==> src/sv/rhh_pkg.sv <==
// ============================================================================
// rhh_pkg
// Shared types and constants for the Robin Hood hash table.
// ============================================================================
package rhh_pkg;

    localparam int SLOTS      = 1024;
    localparam int KEY_BITS   = 64;
    localparam int VALUE_BITS = 64;
    localparam int HASH_BITS  = 32;
    localparam int IDX_W      = $clog2(SLOTS);
    localparam int CNT_W      = $clog2(SLOTS + 1);
    localparam int PL_W       = CNT_W;

    localparam logic [1:0] OP_LOOKUP = 2'd0;
    localparam logic [1:0] OP_INSERT = 2'd1;
    localparam logic [1:0] OP_DELETE = 2'd2;

    localparam logic [1:0] ST_OK       = 2'd0;
    localparam logic [1:0] ST_NOTFOUND = 2'd1;
    localparam logic [1:0] ST_FULL     = 2'd2;

    typedef struct packed {
        logic [KEY_BITS-1:0]   key;
        logic [VALUE_BITS-1:0] value;
        logic [HASH_BITS-1:0]  hash;
        logic [PL_W-1:0]       plen;
    } entry_t;

    typedef enum logic [3:0] {
        S_IDLE,
        S_CLEAR,
        S_FRD,
        S_FCHK,
        S_PRD,
        S_PCHK,
        S_DRD,
        S_DCHK,
        S_RESP
    } state_t;

    // Controller -> datapath commands
    typedef struct packed {
        logic load_req;     // capture request
        logic idx_home;     // index <- home slot
        logic idx_inc;      // index <- index + 1
        logic probe_clr;    // probe counter <- 0
        logic probe_inc;    // probe counter + 1
        logic rd;           // read memory at index
        logic clr_wr;       // clear sweep write of used bit
        logic wr_cur;       // write carried entry at index, mark used
        logic wr_val;       // rewrite value only at index (replace)
        logic swap;         // carried <- read entry, plen + 1
        logic cur_inc;      // carried probe length + 1
        logic wr_shift;     // write read entry (plen-1) at previous index
        logic clr_prev;     // clear used bit at previous index
        logic prev_save;    // previous index <- index
        logic cnt_inc;
        logic cnt_dec;
        logic set_hit;      // record hit with read value
        logic [1:0] status;
        logic set_status;
    } cmd_t;

    // Datapath -> controller status
    typedef struct packed {
        logic             rd_used;
        logic             rd_match;
        logic             probe_gt;    // probe counter > read plen
        logic             cur_gt;      // carried plen > read plen
        logic             rd_plen_zero;
        logic             probe_done;  // probe counter reached SLOTS-1
        logic             clr_done;
        logic             full;
        logic [1:0]       op;
    } stat_t;

endpackage

==> src/sv/rhh_ctrl.sv <==
// ============================================================================
// rhh_ctrl
// Sequencer for find, place and backward-shift delete walks.
// ============================================================================
module rhh_ctrl
(
    input  logic           clk,
    input  logic           rst_n,
    input  logic           in_valid,
    output logic           in_ready,
    output logic           out_valid,
    input  logic           out_ready,
    input  rhh_pkg::stat_t st,
    output rhh_pkg::cmd_t  cmd
);
    import rhh_pkg::*;

    state_t state_reg, state_next;

    always_ff @(posedge clk or negedge rst_n)
    begin
        if (!rst_n)
            state_reg <= S_CLEAR;
        else
            state_reg <= state_next;
    end

    // Next state and commands
    always_comb
    begin
        state_next = state_reg;
        cmd        = '0;
        in_ready   = 1'b0;
        out_valid  = 1'b0;
        case (state_reg)
            S_CLEAR:
            begin
                cmd.clr_wr = 1'b1;
                if (st.clr_done)
                begin
                    cmd.clr_wr = 1'b0;
                    state_next = S_IDLE;
                end
            end
            S_IDLE:
            begin
                in_ready = 1'b1;
                if (in_valid)
                begin
                    cmd.load_req  = 1'b1;
                    cmd.probe_clr = 1'b1;
                    state_next    = S_FRD;
                end
            end
            S_FRD:
            begin
                cmd.idx_home = 1'b1;
                state_next   = S_FCHK;
            end
            S_FCHK:
            begin
                // issue read at current index; check next cycle
                cmd.rd     = 1'b1;
                state_next = S_PRD;
            end
            S_PRD:
            begin
                // evaluate find step
                if (!st.rd_used || (!st.rd_match && (st.probe_gt || st.probe_done)))
                begin
                    // miss
                    case (st.op)
                        OP_INSERT:
                        begin
                            if (st.full)
                            begin
                                cmd.set_status = 1'b1;
                                cmd.status     = ST_FULL;
                                state_next     = S_RESP;
                            end
                            else
                            begin
                                cmd.idx_home  = 1'b1;
                                cmd.probe_clr = 1'b1;
                                state_next    = S_PCHK;
                            end
                        end
                        default:
                        begin
                            cmd.set_status = 1'b1;
                            cmd.status     = ST_NOTFOUND;
                            state_next     = S_RESP;
                        end
                    endcase
                end
                else if (st.rd_match)
                begin
                    cmd.set_hit = 1'b1;
                    case (st.op)
                        OP_INSERT:
                        begin
                            cmd.wr_val = 1'b1;
                            state_next = S_RESP;
                        end
                        OP_DELETE:
                        begin
                            cmd.cnt_dec   = 1'b1;
                            cmd.prev_save = 1'b1;
                            cmd.idx_inc   = 1'b1;
                            cmd.probe_clr = 1'b1;
                            state_next    = S_DRD;
                        end
                        default:
                            state_next = S_RESP;
                    endcase
                end
                else
                begin
                    cmd.idx_inc   = 1'b1;
                    cmd.probe_inc = 1'b1;
                    state_next    = S_FCHK;
                end
            end
            S_PCHK:
            begin
                // read the slot for the next placement step
                cmd.rd     = 1'b1;
                state_next = S_DCHK;
            end
            S_DCHK:
            begin
                // placement or shift decision, by op
                if (st.op == OP_DELETE)
                begin
                    if (!st.rd_used || st.rd_plen_zero)
                    begin
                        cmd.clr_prev = 1'b1;
                        state_next   = S_RESP;
                    end
                    else
                    begin
                        cmd.wr_shift = 1'b1;
                        if (st.probe_done)
                            state_next = S_RESP;
                        else
                        begin
                            cmd.prev_save = 1'b1;
                            cmd.idx_inc   = 1'b1;
                            cmd.probe_inc = 1'b1;
                            state_next    = S_DRD;
                        end
                    end
                end
                else if (!st.rd_used)
                begin
                    cmd.wr_cur  = 1'b1;
                    cmd.cnt_inc = 1'b1;
                    state_next  = S_RESP;
                end
                else
                begin
                    if (st.cur_gt)
                    begin
                        cmd.wr_cur = 1'b1;
                        cmd.swap   = 1'b1;
                    end
                    cmd.cur_inc   = 1'b1;
                    cmd.idx_inc   = 1'b1;
                    cmd.probe_inc = 1'b1;
                    state_next    = S_PCHK;
                end
            end
            S_DRD:
            begin
                cmd.rd     = 1'b1;
                state_next = S_DCHK;
            end
            S_RESP:
            begin
                out_valid = 1'b1;
                if (out_ready)
                    state_next = S_IDLE;
            end
            default:
                state_next = S_IDLE;
        endcase
    end

    // A result is offered only outside the input handshake
    a_excl: assert property (@(posedge clk) disable iff (!rst_n)
        !(in_ready && out_valid))
        else $error("ready and valid together");
    a_hold: assert property (@(posedge clk) disable iff (!rst_n)
        out_valid && !out_ready |=> out_valid)
        else $error("result dropped");
    a_nowr: assert property (@(posedge clk) disable iff (!rst_n)
        state_reg == S_IDLE |-> !(cmd.wr_cur || cmd.wr_shift || cmd.wr_val))
        else $error("write while idle");

endmodule

==> config.mk <==
export PLATFORM = sky130hd
export DESIGN_NAME = rhh_ctrl
export DESIGN_NICKNAME = d
export VERILOG_FILES = /design/src/sv/rhh_pkg.sv /design/src/sv/rhh_ctrl.sv
export SDC_FILE = /design/constraint.sdc
export NUM_CORES = 1
export LEC_CHECK = 0
export BUFFER_PORTS_ARGS = -buffer_cell sky130_fd_sc_hd__buf_2
export CAP_MARGIN = 20
export CORE_MARGIN = 1.5
export CORE_UTILIZATION = 41
export DETAILED_ROUTE_END_ITERATION = 10
export GPL_ROUTABILITY_DRIVEN = 0
export MAX_ROUTING_LAYER = met4
export PLACE_DENSITY = 0.78
export SLEW_MARGIN = 25
export SYNTH_ARGS = -nofsm -noshare
export SYNTH_HDL_FRONTEND = slang
export SYNTH_SLANG_ARGS = --single-unit
export TNS_END_PERCENT = 30
==> constraint.sdc <==
create_clock -name clk -period 2.43 [get_ports clk]
set_input_delay 0.729 -clock clk [delete_from_list [all_inputs] [get_ports clk]]
set_output_delay 0.729 -clock clk [all_outputs]
set_load 0.01 [all_outputs]
Word level (Yosys, flattened, before mapping)
Index checks and enable logic that the tools add are counted.
{"block": "classes", "n_div": 0, "multipliers": 0, "n_shift": 0, "n_reduce_logical": 10, "n_mux": 65, "order_cmp": 0, "n_eq_ne": 13, "bitwise_logic": 0, "n_addsub": 0}
{"op": "two-way mux 4 bit", "count": 13}
{"op": "two-way mux 1 bit", "count": 36}
{"op": "case mux 4 bit (8 select lines)", "count": 1}
{"op": "== test 4 x 3 -> 1 bit, second input constant", "count": 4}
{"op": "two-way mux 3 bit", "count": 4}
{"op": "two-way mux 2 bit", "count": 5}
{"op": "case mux 1 bit (2 select lines)", "count": 5}
{"op": "== test 4 x 2 -> 1 bit, second input constant", "count": 2}
{"op": "inequality test 2 bit, second input constant", "count": 3}
{"op": "two-way mux 5 bit", "count": 1}
{"op": "== test 4 x 1 -> 1 bit, second input constant", "count": 1}
{"op": "== test 4 bit, second input constant", "count": 1}
{"op": "logical NOT 4 bit", "count": 1}
{"op": "logical OR 1 bit", "count": 3}
{"op": "AND reduction 3 bit", "count": 1}
{"op": "OR reduction 3 bit", "count": 1}
{"op": "== test 2 x 1 -> 1 bit, second input constant", "count": 1}
{"op": "== test 2 bit, second input constant", "count": 1}
{"op": "logical NOT 1 bit", "count": 2}
{"op": "OR reduction 2 bit", "count": 1}
{"op": "logical AND 1 bit", "count": 1}
{"block": "totals", "latch_bits": 0, "elab_cells": 89, "mem_bits_ro": 0, "ramBits": 0, "n_memories": 0, "ff_bits": 4}

Depth between registers and ports, before layout
{"block": "depth", "ltp_word": 5, "ltp_mapped": 5, "depth_no_buf": 4}

Worst setup path after synthesis
No wires, ideal clock.
{"block": "synth_path", "kind": "in2out", "start": "input port st[1] (netlist name)", "end": "output port cmd[18] (netlist name)", "required_ps": 1701, "n_path_buf": 0, "cell_stages": 4, "path_slack_ps": 65, "t_arrival_ps": 1636, "path_cell_list": "nor3b_1 -> a21boi_0 -> a21oi_1 -> nor3_1"}
{"element": "start, declared", "line": "rhh_ctrl.sv:13", "text": "input rhh_pkg::stat_t st,"}
{"element": "end, declared", "line": "rhh_ctrl.sv:14", "text": "output rhh_pkg::cmd_t cmd"}

==> summary.txt <==
Pwr
  – Maximum vdd drop: between 0.0003 and 0.0004 V
  – Power Density: about 860 nW/um2
  – Psw: ~0.00033 W
  – Leak: between 0.4 and 0.5 nW
  – Clock power frac: 0.130
  – Pwr Total: between 0.0007 and 0.0008 W
  – Combinational share of power: 0.646
  – Reg power frac: 0.224
  – Switching Share: 0.447
  – Internal Pwr Total: 0.000407 W

Clock tree
  – Hold buffers post-CTS: 0
  – Clock tree sinks: 4
  – Worst-Skew Late Latency: 0.24 ns
  – CTS buffer count: 3
  – CTS Buffer Depth: 2
  – Clock-pin slew on the worst setup and hold paths: roughly 0.040 ns
  – CTS H-tree lvls: 1
  – Root Buffer: clkbuf_4
  – CTS tree: done

Die
  – DIE HEIGHT: ~40 um
  – Num rows: 13
  – DIE AREA: around 1600 um2
  – Boundary Pins: 36
  – Die width: between 30 and 40 um
  – Initial Utilization: 0.434
  – Core area: ~1300 um2

Routing
  – Vias: 740
  – 1st-iter DRT viols: 6
  – DRC errors left: 0
  – Post-route ant nets: 0
  – DRT Pass-1 Iters: 4
  – Final WL: about 1.6 mm
  – Vias per Instance: roughly 5.3
  – WL per Instance: between 10 and 15 um

Synthesis
  – Mapped cell area: 558 um2
  – Ys Warns: 0
  – Async S/R FF share, synth: 1.00
  – Post-synth EDFFs: 0
  – Post-Syn Instances: 80
  – Primary flip-flop cell chosen by synthesis mapping: dfrtp_1
  – Yosys reg bits: 4
  – Syn_nets: 94
  – Seq/Total Area, Yosys: 0.182
  – Distinct cells, synth: 37
  – Avg Inst Size Synth: 6.98 um2

Setup path
  – Kind of critical path: flip-flop to primary output
  – CP Capture Type: primary output
  – Worst-path fanout max: 5
  – Worst Setup Start Kind: flip-flop
  – Arrival time worst endpoint: between 1.5 and 2 ns
  – Required time worst endpoint: about 1.7 ns

Timing
  – Slew Viols, Final: 0
  – Setup TNS Final: -0.0504 ns
  – Max Freq: roughly 400 MHz
  – Slack of the critical path: -0.0504 ns
  – Hold Vio Cnt, Final: 0
  – Fin crit share: 1.02
  – Relative slew margins: 0.745
  – Crit path time final: approximately 2.5 ns
  – Final setup fails: 1
  – Setup Skew: approximately 0.0010 ns
  – Slew @ Worst Pin: ~0.38 ns
  – RSZ-0062 raised after global routing: yes

Final layout
  – Area growth, synth to finish: 53.1%
  – Final #Nets: 140
  – Commonest non-fill, non-tap cell in the layout: buf_2
  – Commonest non-fill, non-tap cells in the layout: buf_2, nor2_1, buf_4
  – ANT cells: 0
  – Layout cells sized above 1: 0.504
  – Max FFs per register: 4

Min path
  – Hold crit path type: primary input to asynchronous set/reset pin

Global route
  – Vias in the first global route: between 500 and 600
  – GRT Total Usage: 0.217
  – Global-route wire length before repair: ~2.3 mm
  – Largest net degree at the start of global routing: 12
  – GR Overflow Total: 0
  – Antenna violations before repair: 0

Place
  – PortBufs: 35
  – Final HPWL DP: 1.24 mm

Status
  – Outcome: complete, but fails checks
  – Violated checks: negative setup slack

Run
  – Max Cap Viol: 0
[layer usage]
| layer | part of all wire | track usage | vias up |
|---|---|---|---|
| met3 | 0.057 | 0.0227 | 2 |
| met2 | 0.51 | 0.355 | 27 |
| met5 | 0 | - | - |
| li1 | - | - | 374 |
| met4 | 0.014 | 0.147 | 0 |
| met1 | 0.42 | 0.245 | 337 |
[area by class of cell]
type | instances | area (um2)
Fill cell | 122 | 430
Multi-Input combinational cell | 65 | 415
Tap cell | 15 | 18.8
Clock buffer | 4 | 26.3
Sequential cell | 4 | 104
Timing Repair Buffer | 46 | 268
Inverter | 6 | 22.5
[Yosys cell counts, types with 2 or more instances]
library cell	n	area [um2]
nor2_1	10	37.5
nand2_1	7	26.3
inv_1	6	22.5
a21oi_1	5	25.0
nand2b_1	4	25.0
o21ai_0	4	20.0
and2_1	3	18.8
dfrtp_1	3	75.1
nand3_1	3	15.0
nor2b_1	3	18.8
a21o_1	2	15.0
and3_2	2	15.0
buf_4	2	15.0
nor3_1	2	10.0
nor4_1	2	12.5
[timing repair]
item                                    CTS  global route
buffers inserted                          0             4
endpoints found under the setup margin    3            10
pin swaps                                 0             2
gates resized for setup                   4             6
hold endpoints to repair                  0             0
[per-stage QoR]
step | instances | util | hold WS, ns | cell area, um2 | setup slack [ns]
after floorplan | 80 | - | 0.433 | 558 | 0.0653
after global placement | 132 | 0.599 | 0.533 | 769 | -0.0678
after detailed placement | 132 | 0.599 | 0.534 | 769 | -0.115
after CTS | 136 | 0.624 | 0.275 | 802 | 0.000596
after global routing | 140 | 0.665 | 0.280 | 855 | -0.120
final | 140 | 0.665 | 0.279 | 855 | -0.0504
[critical path, stage by stage (launching register included)]
cell     delay, ns
dfrtp_1       0.40
buf_4         0.15
and4b_2       0.34
nand2_2       0.07
or3_4         0.33
o21ai_0       0.07
buf_2         0.15
[kinds of logic (layout without fill, tap and decap cells)]
logic type | after synthesis | in the layout | synth area share
simple gates | 44 | 44 | 0.466
compound gates | 20 | 20 | 0.233
buf+inv | 11 | 56 | 0.103
flops | 4 | 4 | 0.182
xor+xnor | 1 | 1 | 0.0157
[path summary, 6_finish.rpt]
kind,from,end,slack [ns],cells after the start
max,state_reg[3],cmd[6],-0.05,6
min,rst_n,state_reg[3],0.28,1
max reg2reg,state_reg[3],state_reg[1],0.82,6
min reg2reg,state_reg[1],state_reg[0],0.72,2
max in group asynchronous,rst_n,state_reg[0],1.95,1
min in group clk,state_reg[1],state_reg[0],0.72,2
[power by group through the flow]
stage	combinational [W]	sequential, W	clock, W
after floorplan	0.000359	0.000114	0
after global placement	0.000417	0.000162	0
after detailed placement	0.000425	0.000165	0
after CTS	0.000429	0.000166	0.0000971
after global routing	0.000525	0.000172	0.000100
final	0.000475	0.000165	0.0000958
Note: power is estimated with default switching activity, not from simulation.
